$ cat src/hw/rtl/rwfc_pkg.sv
// Package for the ring-window FIR convolution core.
// Widths, kernel constants, state and control types shared by all modules.
// No dependencies.
`timescale 1ns / 1ps
`default_nettype none

package rwfc_pkg;

   // window and kernel geometry
   localparam int WINDOW_LEN  = 16;
   localparam int KERNEL_TAPS = 5;
   localparam int NUM_OUT     = WINDOW_LEN + KERNEL_TAPS - 1;
   localparam int PTR_W       = $clog2(WINDOW_LEN);
   localparam int K_W         = $clog2(NUM_OUT);

   // field widths
   localparam int SAMPLE_W    = 12;
   localparam int COEF_W      = 16;
   localparam int PROD_W      = SAMPLE_W + COEF_W;
   localparam int VALUE_W     = 31;
   localparam int INDEX_W     = 5;
   localparam int TAP_W       = 3;
   localparam int CSR_INDEX_W = 3;

   // last tap step is the drain step of the product register
   localparam logic [TAP_W-1:0] TAP_LAST = TAP_W'(KERNEL_TAPS);

   // highest coefficient register index; anything above is ignored
   localparam logic [CSR_INDEX_W-1:0] CSR_COEF_LAST = CSR_INDEX_W'(KERNEL_TAPS - 1);

   // coefficient reset values, Q0.16: 0.1, 0.15, 0.5, 0.15, 0.1
   localparam logic [COEF_W-1:0] COEF_RESET [KERNEL_TAPS] =
      '{16'd6554, 16'd9830, 16'd32768, 16'd9830, 16'd6554};

   // sequencer states
   typedef enum logic [1:0] {
      ST_IDLE,
      ST_MAC,
      ST_EMIT
   } state_type;

   // MAC unit control
   typedef struct packed {
      logic load_prod;
      logic clear_acc;
      logic add_acc;
   } mac_ctrl_type;

endpackage

`default_nettype wire

$ cat src/hw/rtl/rwfc_mac.sv
// Shared multiply-accumulate unit: registered product, then accumulator.
// Depends on rwfc_pkg.
`timescale 1ns / 1ps
`default_nettype none

module rwfc_mac (
   input  wire logic                           clock,
   input  wire rwfc_pkg::mac_ctrl_type         ctrl,
   input  wire logic [rwfc_pkg::SAMPLE_W-1:0]  sample,
   input  wire logic [rwfc_pkg::COEF_W-1:0]    coef,
   output logic      [rwfc_pkg::VALUE_W-1:0]   acc
);
   import rwfc_pkg::*;

   logic [PROD_W-1:0]  prod_ff,  prod_in;
   logic [VALUE_W-1:0] acc_ff,   acc_in;

   // product stage
   always_comb begin
      prod_in = ctrl.load_prod ? (PROD_W'(sample) * PROD_W'(coef)) : prod_ff;
   end

   // accumulate stage
   always_comb begin
      if (ctrl.clear_acc) begin
         acc_in = '0;
      end else if (ctrl.add_acc) begin
         acc_in = acc_ff + VALUE_W'(prod_ff);
      end else begin
         acc_in = acc_ff;
      end
   end

   always_ff @(posedge clock) begin
      prod_ff <= prod_in;
      acc_ff  <= acc_in;
   end

   assign acc = acc_ff;

endmodule

`default_nettype wire

$ cat src/hw/rtl/ring_window_fir_convolution_core.sv
// Top level of the ring-window FIR convolution core: sample ring, coefficient
// registers, sequencer and result register. Depends on rwfc_pkg and rwfc_mac.
//
//   channel | ports                                   | direction
//   --------+-----------------------------------------+----------
//   req     | req_valid, req_stall, req_sample        | in
//   rsp     | rsp_valid, rsp_stall, rsp_out_index,    | out
//           | rsp_filter_value, rsp_last              |
//   csr     | csr_write_en, csr_index, csr_wdata      | in
//
// Each request yields WINDOW_LEN + 4 results (20). Every result passes through
// 5 tap steps, one drain step and one emit step of the single shared MAC unit,
// and the emit step waits while rsp is stalled. req_stall is high whenever the
// sequencer is not idle, so a new request is accepted only after every result
// of the request before it has been emitted.
// Reset clears ring, write pointer and sequencer; coefficients get reset values.
`timescale 1ns / 1ps
`default_nettype none

module ring_window_fir_convolution_core (
   input  wire logic                                clock,
   input  wire logic                                reset,
   // request channel
   input  wire logic                                req_valid,
   output logic                                     req_stall,
   input  wire logic [rwfc_pkg::SAMPLE_W-1:0]       req_sample,
   // result channel
   output logic                                     rsp_valid,
   input  wire logic                                rsp_stall,
   output logic      [rwfc_pkg::INDEX_W-1:0]        rsp_out_index,
   output logic      [rwfc_pkg::VALUE_W-1:0]        rsp_filter_value,
   output logic                                     rsp_last,
   // configuration
   input  wire logic                                csr_write_en,
   input  wire logic [rwfc_pkg::CSR_INDEX_W-1:0]    csr_index,
   input  wire logic [rwfc_pkg::COEF_W-1:0]         csr_wdata
);
   import rwfc_pkg::*;

   state_type state_ff, state_in;

   logic [SAMPLE_W-1:0] ring_ff [WINDOW_LEN];
   logic [COEF_W-1:0]   coef_ff [KERNEL_TAPS];
   logic [PTR_W-1:0]    wp_ff,   wp_in;
   logic [K_W-1:0]      k_ff,    k_in;
   logic [TAP_W-1:0]    tap_ff,  tap_in;

   logic                rsp_valid_ff, rsp_valid_in;
   logic [INDEX_W-1:0]  rsp_index_ff;
   logic [VALUE_W-1:0]  rsp_value_ff;
   logic                rsp_last_ff;

   logic                accept;
   logic                out_free;
   logic                rsp_load;
   logic                k_last;
   mac_ctrl_type        mac_ctrl;

   logic [K_W-1:0]      tap_k;
   logic [K_W-1:0]      pos;
   logic                tap_ok;
   logic [PTR_W:0]      phys_sum;
   logic [PTR_W-1:0]    phys;
   logic [SAMPLE_W-1:0] mac_sample;
   logic [COEF_W-1:0]   mac_coef;
   logic [VALUE_W-1:0]  acc;

   // common terms
   assign out_free = !rsp_valid_ff || !rsp_stall;
   assign k_last   = (k_ff == K_W'(NUM_OUT - 1));

   // next state
   always_comb begin
      state_in = state_ff;
      case (state_ff)
         ST_IDLE: begin
            if (req_valid) state_in = ST_MAC;
         end
         ST_MAC: begin
            if (tap_ff == TAP_LAST) state_in = ST_EMIT;
         end
         ST_EMIT: begin
            if (out_free) state_in = k_last ? ST_IDLE : ST_MAC;
         end
         default: state_in = ST_IDLE;
      endcase
   end

   // sequencer outputs
   always_comb begin
      req_stall          = (state_ff != ST_IDLE);
      accept             = req_valid && (state_ff == ST_IDLE);
      mac_ctrl.load_prod = (state_ff == ST_MAC) && (tap_ff < TAP_LAST);
      mac_ctrl.clear_acc = (state_ff == ST_MAC) && (tap_ff == '0);
      mac_ctrl.add_acc   = (state_ff == ST_MAC) && (tap_ff != '0);
      rsp_load           = (state_ff == ST_EMIT) && out_free;
   end

   // window position of the current tap, oldest sample at the write pointer
   always_comb begin
      tap_k    = K_W'(tap_ff);
      pos      = k_ff - tap_k;
      tap_ok   = (tap_ff < TAP_LAST) && (tap_k <= k_ff) && (pos < K_W'(WINDOW_LEN));
      phys_sum = {1'b0, wp_ff} + {1'b0, PTR_W'(pos)};
      if (phys_sum >= (PTR_W+1)'(WINDOW_LEN)) begin
         phys = PTR_W'(phys_sum - (PTR_W+1)'(WINDOW_LEN));
      end else begin
         phys = PTR_W'(phys_sum);
      end
      mac_sample = tap_ok ? ring_ff[phys] : '0;
      mac_coef   = (tap_ff < TAP_LAST) ? coef_ff[tap_ff] : '0;
   end

   rwfc_mac u_mac (
      .clock  (clock),
      .ctrl   (mac_ctrl),
      .sample (mac_sample),
      .coef   (mac_coef),
      .acc    (acc)
   );

   // counters and pointer; the tap count rests at the drain step until emitted
   always_comb begin
      wp_in  = wp_ff;
      k_in   = k_ff;
      tap_in = tap_ff;
      if (accept) begin
         wp_in  = (wp_ff == PTR_W'(WINDOW_LEN - 1)) ? '0 : wp_ff + PTR_W'(1);
         k_in   = '0;
         tap_in = '0;
      end else if ((state_ff == ST_MAC) && (tap_ff != TAP_LAST)) begin
         tap_in = tap_ff + TAP_W'(1);
      end else if (rsp_load) begin
         tap_in = '0;
         if (!k_last) k_in = k_ff + K_W'(1);
      end
   end

   // result register valid
   always_comb begin
      if (rsp_load) begin
         rsp_valid_in = 1'b1;
      end else begin
         rsp_valid_in = rsp_valid_ff && rsp_stall;
      end
   end

   // control state, ring and coefficients
   always_ff @(posedge clock) begin
      if (reset) begin
         state_ff     <= ST_IDLE;
         wp_ff        <= '0;
         k_ff         <= '0;
         tap_ff       <= '0;
         rsp_valid_ff <= 1'b0;
         for (int i = 0; i < WINDOW_LEN; i++) ring_ff[i] <= '0;
         for (int i = 0; i < KERNEL_TAPS; i++) coef_ff[i] <= COEF_RESET[i];
      end else begin
         state_ff     <= state_in;
         wp_ff        <= wp_in;
         k_ff         <= k_in;
         tap_ff       <= tap_in;
         rsp_valid_ff <= rsp_valid_in;
         if (accept) ring_ff[wp_ff] <= req_sample;
         if (csr_write_en && (csr_index <= CSR_COEF_LAST)) coef_ff[csr_index] <= csr_wdata;
      end
   end

   // result payload
   always_ff @(posedge clock) begin
      if (rsp_load) begin
         rsp_index_ff <= INDEX_W'(k_ff);
         rsp_value_ff <= acc;
         rsp_last_ff  <= k_last;
      end
   end

   assign rsp_valid        = rsp_valid_ff;
   assign rsp_out_index    = rsp_index_ff;
   assign rsp_filter_value = rsp_value_ff;
   assign rsp_last         = rsp_last_ff;

   // checks
   a_accept_starts_run: assert property (@(posedge clock) disable iff (reset)
      accept |=> (state_ff == ST_MAC) && (k_ff == '0) && (tap_ff == '0))
      else $error("request did not start a run at k = 0");

   a_tap_bound: assert property (@(posedge clock) disable iff (reset)
      tap_ff <= TAP_LAST)
      else $error("tap step beyond drain step");

   a_wp_bound: assert property (@(posedge clock) disable iff (reset)
      wp_ff < PTR_W'(WINDOW_LEN - 1) || wp_ff == PTR_W'(WINDOW_LEN - 1))
      else $error("write pointer outside the window");

   a_last_index: assert property (@(posedge clock) disable iff (reset)
      rsp_valid_ff && rsp_last_ff |-> rsp_index_ff == INDEX_W'(NUM_OUT - 1))
      else $error("last flag on wrong result position");

   a_emit_loads: assert property (@(posedge clock) disable iff (reset)
      rsp_load |=> rsp_valid_ff)
      else $error("emitted result not presented");

endmodule

`default_nettype wire

$ cat config.mk
export PLATFORM = sky130hd
export DESIGN_NAME = ring_window_fir_convolution_core
export DESIGN_NICKNAME = d
export VERILOG_FILES = /design/src/hw/rtl/rwfc_pkg.sv /design/src/hw/rtl/rwfc_mac.sv /design/src/hw/rtl/ring_window_fir_convolution_core.sv
export SDC_FILE = /design/constraint.sdc
export NUM_CORES = 1
export LEC_CHECK = 0
export BUFFER_PORTS_ARGS = -buffer_cell sky130_fd_sc_hd__buf_2
export CORE_MARGIN = 2
export CORE_UTILIZATION = 40
export DETAILED_ROUTE_END_ITERATION = 8
export PLACE_DENSITY_LB_ADDON = 0.15
export SYNTH_ARGS = -nofsm -noshare
export SYNTH_HDL_FRONTEND = slang
export SYNTH_SLANG_ARGS = --single-unit
$ cat constraint.sdc
create_clock -name clock -period 10.19 [get_ports clock]
set_clock_uncertainty 0.05 [all_clocks]
set_input_delay 1.5285 -clock clock [delete_from_list [all_inputs] [get_ports clock]]
set_output_delay 1.5285 -clock clock [all_outputs]
set_load 0.05 [all_outputs]
* Word-level counts from Yosys, hierarchy flattened *
Memory sizes are Yosys's and may differ from the RTL's. A register that Yosys moved wholly into a read port is not among the register bits.
Cells that the tools add are included.

operators by class
  $add $sub $neg = 7
  $mul = 1
  $lt $le $gt $ge = 5
  eq/ne operators = 9
  mux-type cells = 28
  bitwise gates (word level) = 2
  reductions and logical operators = 23

operators with widths
  kind                                                            count
  16-bit 2-to-1 mux                                               2
  31-bit by 28-bit adder with 31-bit output                       1
  12-bit by 16-bit multiplier with 28-bit output                  1
  12-bit 2-to-1 mux                                               2
  16-bit OR reduction                                             1
  3-bit 2-to-1 mux                                                5
  1-bit 2-to-1 mux                                                12
  4-bit 2-to-1 mux                                                3
  12-bit OR reduction                                             1
  1-bit logical AND                                               10
  2-bit 2-to-1 mux                                                3
  2-bit inequality test (second input constant)                   3
  2-bit one-hot mux with 3 select lines                           1
  3-bit AND reduction                                             2
  4-bit by 4-bit adder with 5-bit output                          1
  5-bit by 1-bit adder with 5-bit output (second input constant)  1
  5-bit equality test (second input constant)                     1
  5-bit >= comparator (second input constant)                     1
  3-bit by 5-bit <= comparator with 1-bit output                  1
  5-bit less-than comparator (second input constant)              1
  5-bit by 3-bit subtractor with 5-bit output                     1
  4-bit by 1-bit adder with 4-bit output (second input constant)  1
  4-bit equality test (second input constant)                     1
  2-bit nonzero test                                              2
  15 further kinds                                                17

word-level totals
  bits in registers = 111
  memory bits (writable) = 272
  input bits = 36
  output and inout port bits = 39
  memories = 2

memories
  memory   words  width  read ports  clocked after Yosys merged registers in  write ports  RTL line                                source
  ring_ff  16     12     1           0                                        16           ring_window_fir_convolution_core.sv:42  logic [SAMPLE_W-1:0] ring_ff [WINDOW_LEN];
  coef_ff  5      16     1           1                                        5            ring_window_fir_convolution_core.sv:43  logic [COEF_W-1:0] coef_ff [KERNEL_TAPS];

* Logic depth before layout (Yosys ltp) *
  depth in word-level cells = 7
  depth in mapped cells = 35
  depth with buffers taken out = 31

* Cells and area by module *
A second synthesis with hierarchy kept.

unflattened totals
  cells, all modules = 2132
  area total of the unflattened synthesis = 26545.5 um^2

modules (own cells, without submodules)
  module                            times used  cells each  area each (um^2)
  ring_window_fir_convolution_core  1           1021        16712.3
  rwfc_mac                          1           1111        9833.2

* Worst setup path before layout *
Ideal clock, no wire load.

  path kind = flip-flop to flip-flop
  start point = register k_ff[0]
  end point = register u_mac.prod_ff[27], data pin
  arrival = 7552 ps
  slack = 2329 ps
  stages on the path, launching flop included = 31
  buffers on the path = 6
  period minus slack after synthesis = 7861 ps
  cells stage by stage = dfxtp_1 > inv_1 > ha_1 > fa_1 > fa_1 > buf_6 > buf_12 > buf_12 > buf_12 > buf_12 > mux4_2 > mux2i_1 > a221oi_4 > buf_6 > nand2_1 > fa_1 > fa_1 > fa_1 > inv_1 > fa_1 > inv_1 > fa_1 > inv_1 > ha_1 > or2_2 > a31oi_1 > o21ai_0 > o211a_1 > a31oi_1 > mux2i_1 > a211o_1

on the way
  longest elaborated chain between the ends = 7

RTL lines
  item                                                                                       RTL line                                                                          source
  from (decl)                                                                                ring_window_fir_convolution_core.sv:45                                            logic [K_W-1:0] k_ff, k_in;
  from (signal assigned)                                                                     ring_window_fir_convolution_core.sv:161                                           k_ff <= k_in;
  5-bit by 3-bit subtractor with 5-bit output                                                ring_window_fir_convolution_core.sv:102                                           pos = k_ff - tap_k;
  4-bit by 4-bit adder with 5-bit output                                                     ring_window_fir_convolution_core.sv:104                                           phys_sum = {1'b0, wp_ff} + {1'b0, PTR_W'(pos)};
  4-bit by 1-bit subtractor with 4-bit output / 5-bit >= comparator (equally long branches)  ring_window_fir_convolution_core.sv:106, ring_window_fir_convolution_core.sv:105
  4-bit 2-to-1 mux                                                                           ring_window_fir_convolution_core.sv:105                                           if (phys_sum >= (PTR_W+1)'(WINDOW_LEN)) begin
  memory read 16 x 12 bit                                                                    --
  12-bit 2-to-1 mux *                                                                        ring_window_fir_convolution_core.sv:110                                           mac_sample = tap_ok ? ring_ff[phys] : '0;
  12-bit by 16-bit multiplier with 28-bit output *                                           rwfc_mac.sv:20                                                                    prod_in = ctrl.load_prod ? (PROD_W'(sample) * PROD_W'(coef)) : prod_ff;
  to (signal assigned)                                                                       rwfc_mac.sv:35                                                                    prod_ff <= prod_in;
  to (decl)                                                                                  rwfc_mac.sv:15                                                                    logic [PROD_W-1:0] prod_ff, prod_in;

Every way passes the cells marked *; elsewhere a longest branch is shown, timed or not.
A chain may end at the register's enable or synchronous reset.

* Worst setup path after layout *
Same ends and word-level chain as after synthesis.

==> impl_summary.txt <==
----------------------------------------------------
[Floorplan]
  Die width ... 265 um
  Std-Cell Rows ... 95
  Die height ... 265 um
  Die area ... 70000 um^2
  Area inside the core boundary ... 67200 um^2
  Top-level port count ... 75
  Initial Util ... 0.404

[Synthesis]
  Register bit count reported by yosys ... 434
  Number of enable-type register cells in the synthesized netlist ... 385
  Netlist area before placement ... 27200 um^2
  Warnings from Yosys ... 0
  Ys flop type ... sky130_fd_sc_hd__edfxtp_1
  Syn avg cell area ... 12.2 um^2
  Post-synthesis async set-or-reset flop share ... 0
  Cell variety after synth ... 81
  Portion of the post-synthesis area used by sequential elements ... 0.462
  Cell count after synthesis ... 2226

[Clock tree]
  Worst skew pair latency ... 0.61 ns
  Clock buffers created by TritonCTS ... 48
  Worst-path clk slew ... 0.06 ns
  CTS tree ... built
  Hold-fix buffers, CTS ... 0
  Clk Tree Root Cell ... sky130_fd_sc_hd__clkbuf_16
  Clock sinks ... 434
  # Post-CTS Setup Buffers ... 0
  Maximum clock insertion buffer count ... 3
  Post-cts sizing count ... 0
  Maximum level of the CTS H-tree ... 2

[GRT]
  Total overflow reported by the global router ... 0
  Antenna violations before repair ... 0
  Largest net degree at the start of global routing ... 38
  First-pass GRT wire length ... 102 mm
  Via count of the first global-routing pass ... 17600
  Total Routing Usage GR ... 0.188

[STA]
  Worst Tran Pin Value ... 1.20 ns
  Final-report setup violation count ... 0
  Fin crit period ... 9.20 ns
  Final critical-path share of the clock period ... 0.903
  Slew Limit Fails ... 0
  Setup repair after global routing missed its margin ... no
  Min setup slack post-route ... 0.988 ns
  Final Hold Viols ... 0
  FMAX ... 0.109 GHz
  Final hold slack ... 0.417 ns
  Worst slew margin relative to its limit ... 0.201
  Setup Total Neg Slack ... 0 ns

[Job]
  Reported max-cap violation count ... 0

[Finish]
  Area added between synthesis and finish ... 10.7%
  Fill cell total of the finished layout ... 6128
  Non-filler instance count after layout ... 3231
  Core utilization of the finished layout ... 0.448
  Ant diodes ... 0
  Fraction of final layout cells sized beyond drive strength 1 ... 0.142
  Nets@finish ... 2606
  Summed area of non-filler cells in the final layout ... 30100 um^2

[Place]
  Placement Setup Slack ... 0.973 ns
  Post-Place Cells ... 3142
  Area post-placement ... 28500 um^2
  IO buf count ... 74
  HPWL after detailed placement ... 45.8 mm
  GPL Wtd Cong ... 0.868

[Outcome]
  Status ... completed

[Detailed routing]
  Total via count after detailed routing ... 16700
  Number of remaining DRC errors ... 0
  DR iter-0 viols ... 1177
  Final antenna-violating net count ... 0
  Number of iterations in the first detailed-routing pass ... 5
  Ratio of routed vias to standard cells ... 5.18
  Routed wire per std cell ... 20.0 um
  Total length of routed wires ... 64.5 mm

[Critical path]
  Setup crit end kind ... register
  Crit-path max FO ... 23
  Crit path DAT ... 9.51 ns
  Worst setup SP type ... register
  Required time worst endpoint ... 10.50 ns
  Worst-case register-to-register setup slack ... 0.99 ns
  Critical path class ... reg -> reg

[Min path]
  Type of the tightest min-delay check ... reg -> reg

[Power]
  Sum of internal, switching and leakage power ... 10.1 mW
  Areal power density over the cells ... 335 nW/um^2
  Cell leakage power ... 12.2 nW
  Highest ir drop seen on vdd ... 0.000401 V

----------------------------------------------------
[cell families (layout without fill, tap and decap cells)]
family          after synthesis  in the layout  synth area share
mux                         134            134            0.0891
other cells                   1             48          0.000138
fa+ha+maj                   251            251             0.155
flops                       434            434             0.462
simple gates                759            759             0.151
buf+inv                     323            408            0.0529
compound gates              272            272            0.0721
xor+xnor                     52             52            0.0177
[flip-flops by register name, indices dropped and copies added, names as in the netlist, named ones only]
register,count
wp_ff,4
u_mac.acc,31
ring_ff,192
rsp_filter_value,31
k_ff,5
rsp_last,1
state_ff,2
tap_ff,3
u_mac.prod_ff,28
rsp_out_index,5
coef_ff,128
rsp_valid,1
[critical path, stage by stage, from the launching register on]
cell                      delay, ns
sky130_fd_sc_hd__dfxtp_1       0.37
sky130_fd_sc_hd__inv_1         0.08
sky130_fd_sc_hd__ha_1          0.23
sky130_fd_sc_hd__fa_1          0.58
sky130_fd_sc_hd__fa_2          1.09
sky130_fd_sc_hd__buf_4         0.44
sky130_fd_sc_hd__mux4_1        0.68
sky130_fd_sc_hd__mux2i_1       0.18
sky130_fd_sc_hd__a221o_1       0.65
sky130_fd_sc_hd__nor2b_1       0.15
sky130_fd_sc_hd__fa_1          0.56
sky130_fd_sc_hd__fa_1          0.43
sky130_fd_sc_hd__fa_1          0.46
sky130_fd_sc_hd__fa_1          0.50
sky130_fd_sc_hd__inv_1         0.05
sky130_fd_sc_hd__fa_1          0.47
sky130_fd_sc_hd__inv_1         0.04
sky130_fd_sc_hd__ha_1          0.34
sky130_fd_sc_hd__a21o_1        0.27
sky130_fd_sc_hd__a31oi_1       0.24
sky130_fd_sc_hd__nor2_1        0.10
sky130_fd_sc_hd__o31a_1        0.28
sky130_fd_sc_hd__a31oi_1       0.31
sky130_fd_sc_hd__mux2i_1       0.13
sky130_fd_sc_hd__a211o_1       0.24
[where the power goes]
part / switching, mW / internal [mW] / total (mW)
clock: 0.742 / 1.03 / 1.77
combinational: 3.45 / 2.46 / 5.91
sequential: 0.0654 / 2.33 / 2.40
[cells in the final DEF, fill, tap and decap left out, drive strengths merged, types with 36 or more instances in the layout]
master	instances
edfxtp	385
nor2	82
nand2b	50
nand2	179
dfxtp	49
o21ai	70
clkbuf	57
and2	287
buf	110
or3	36
inv	211
mux2i	40
conb	48
a21oi	63
ha	108
fa	143
mux4	80
[cell type report]
type | instances | area (um^2) | share of cell area
Clock inverter | 32 | 352 | 0.0117
Tap cell | 873 | 1090 | 0.0363
Timing Repair Buffer | 110 | 653 | 0.0217
Clock buffer | 57 | 1240 | 0.0414
Multi-Input combinational cell | 1516 | 13400 | 0.446
Inverter | 209 | 785 | 0.0261
Sequential cell | 434 | 12500 | 0.417
[cell usage after synthesis (9+ instances only)]
cell type	n	area (um^2)
sky130_fd_sc_hd__o21ai_0	69	345
sky130_fd_sc_hd__edfxtp_1	385	11600
sky130_fd_sc_hd__o211ai_1	11	82.6
sky130_fd_sc_hd__a221oi_4	9	236
sky130_fd_sc_hd__mux2i_1	40	400
sky130_fd_sc_hd__a21o_1	22	165
sky130_fd_sc_hd__mux4_1	10	263
sky130_fd_sc_hd__nand3_1	20	100
sky130_fd_sc_hd__a211oi_1	14	105
sky130_fd_sc_hd__mux4_2	70	1580
sky130_fd_sc_hd__nand2_1	169	634
sky130_fd_sc_hd__inv_1	209	785
sky130_fd_sc_hd__a31oi_1	9	56.3
sky130_fd_sc_hd__or3_1	36	225
sky130_fd_sc_hd__and2_1	287	1800
sky130_fd_sc_hd__nand2_2	10	62.6
sky130_fd_sc_hd__a21oi_1	62	310
sky130_fd_sc_hd__dfxtp_1	49	981
sky130_fd_sc_hd__buf_6	18	203
sky130_fd_sc_hd__nor3_1	15	75.1
sky130_fd_sc_hd__and3_1	12	75.1
sky130_fd_sc_hd__clkbuf_1	77	289
sky130_fd_sc_hd__xnor2_1	33	289
sky130_fd_sc_hd__or2_2	26	163
sky130_fd_sc_hd__fa_1	143	2860
sky130_fd_sc_hd__ha_1	108	1350
sky130_fd_sc_hd__nand2b_1	50	313
sky130_fd_sc_hd__xor2_1	17	149
sky130_fd_sc_hd__nor2b_1	27	169
sky130_fd_sc_hd__o21bai_1	11	82.6
sky130_fd_sc_hd__nor2_1	82	308
[layer usage]
layer / part of all wire / vias up / wire length [um] / GRT usage
li1: - / 7883 / - / -
met1: 0.45 / 8475 / 28700 / 0.248
met2: 0.50 / 288 / 32100 / 0.329
met3: 0.041 / 78 / 2630 / 0.0270
met4: 0.017 / 0 / 1120 / 0.0415
met5: 0 / - / 0 / 0
[worst paths after layout]
| path | start | to | cells past startpoint |
|---|---|---|---|
| max | k_ff[0]$_SDFFE_PP0P_ | u_mac.prod_ff[27]$_DFFE_PP_ | 24 |
| min | u_mac.acc[6]$_SDFFE_PP0P_ | rsp_filter_value[6]$_DFFE_PP_ | 0 |
| max reg2reg | k_ff[0]$_SDFFE_PP0P_ | u_mac.prod_ff[27]$_DFFE_PP_ | 24 |
| min reg2reg | u_mac.acc[6]$_SDFFE_PP0P_ | rsp_filter_value[6]$_DFFE_PP_ | 0 |
No activity file was read; power rests on OpenSTA's default activity.
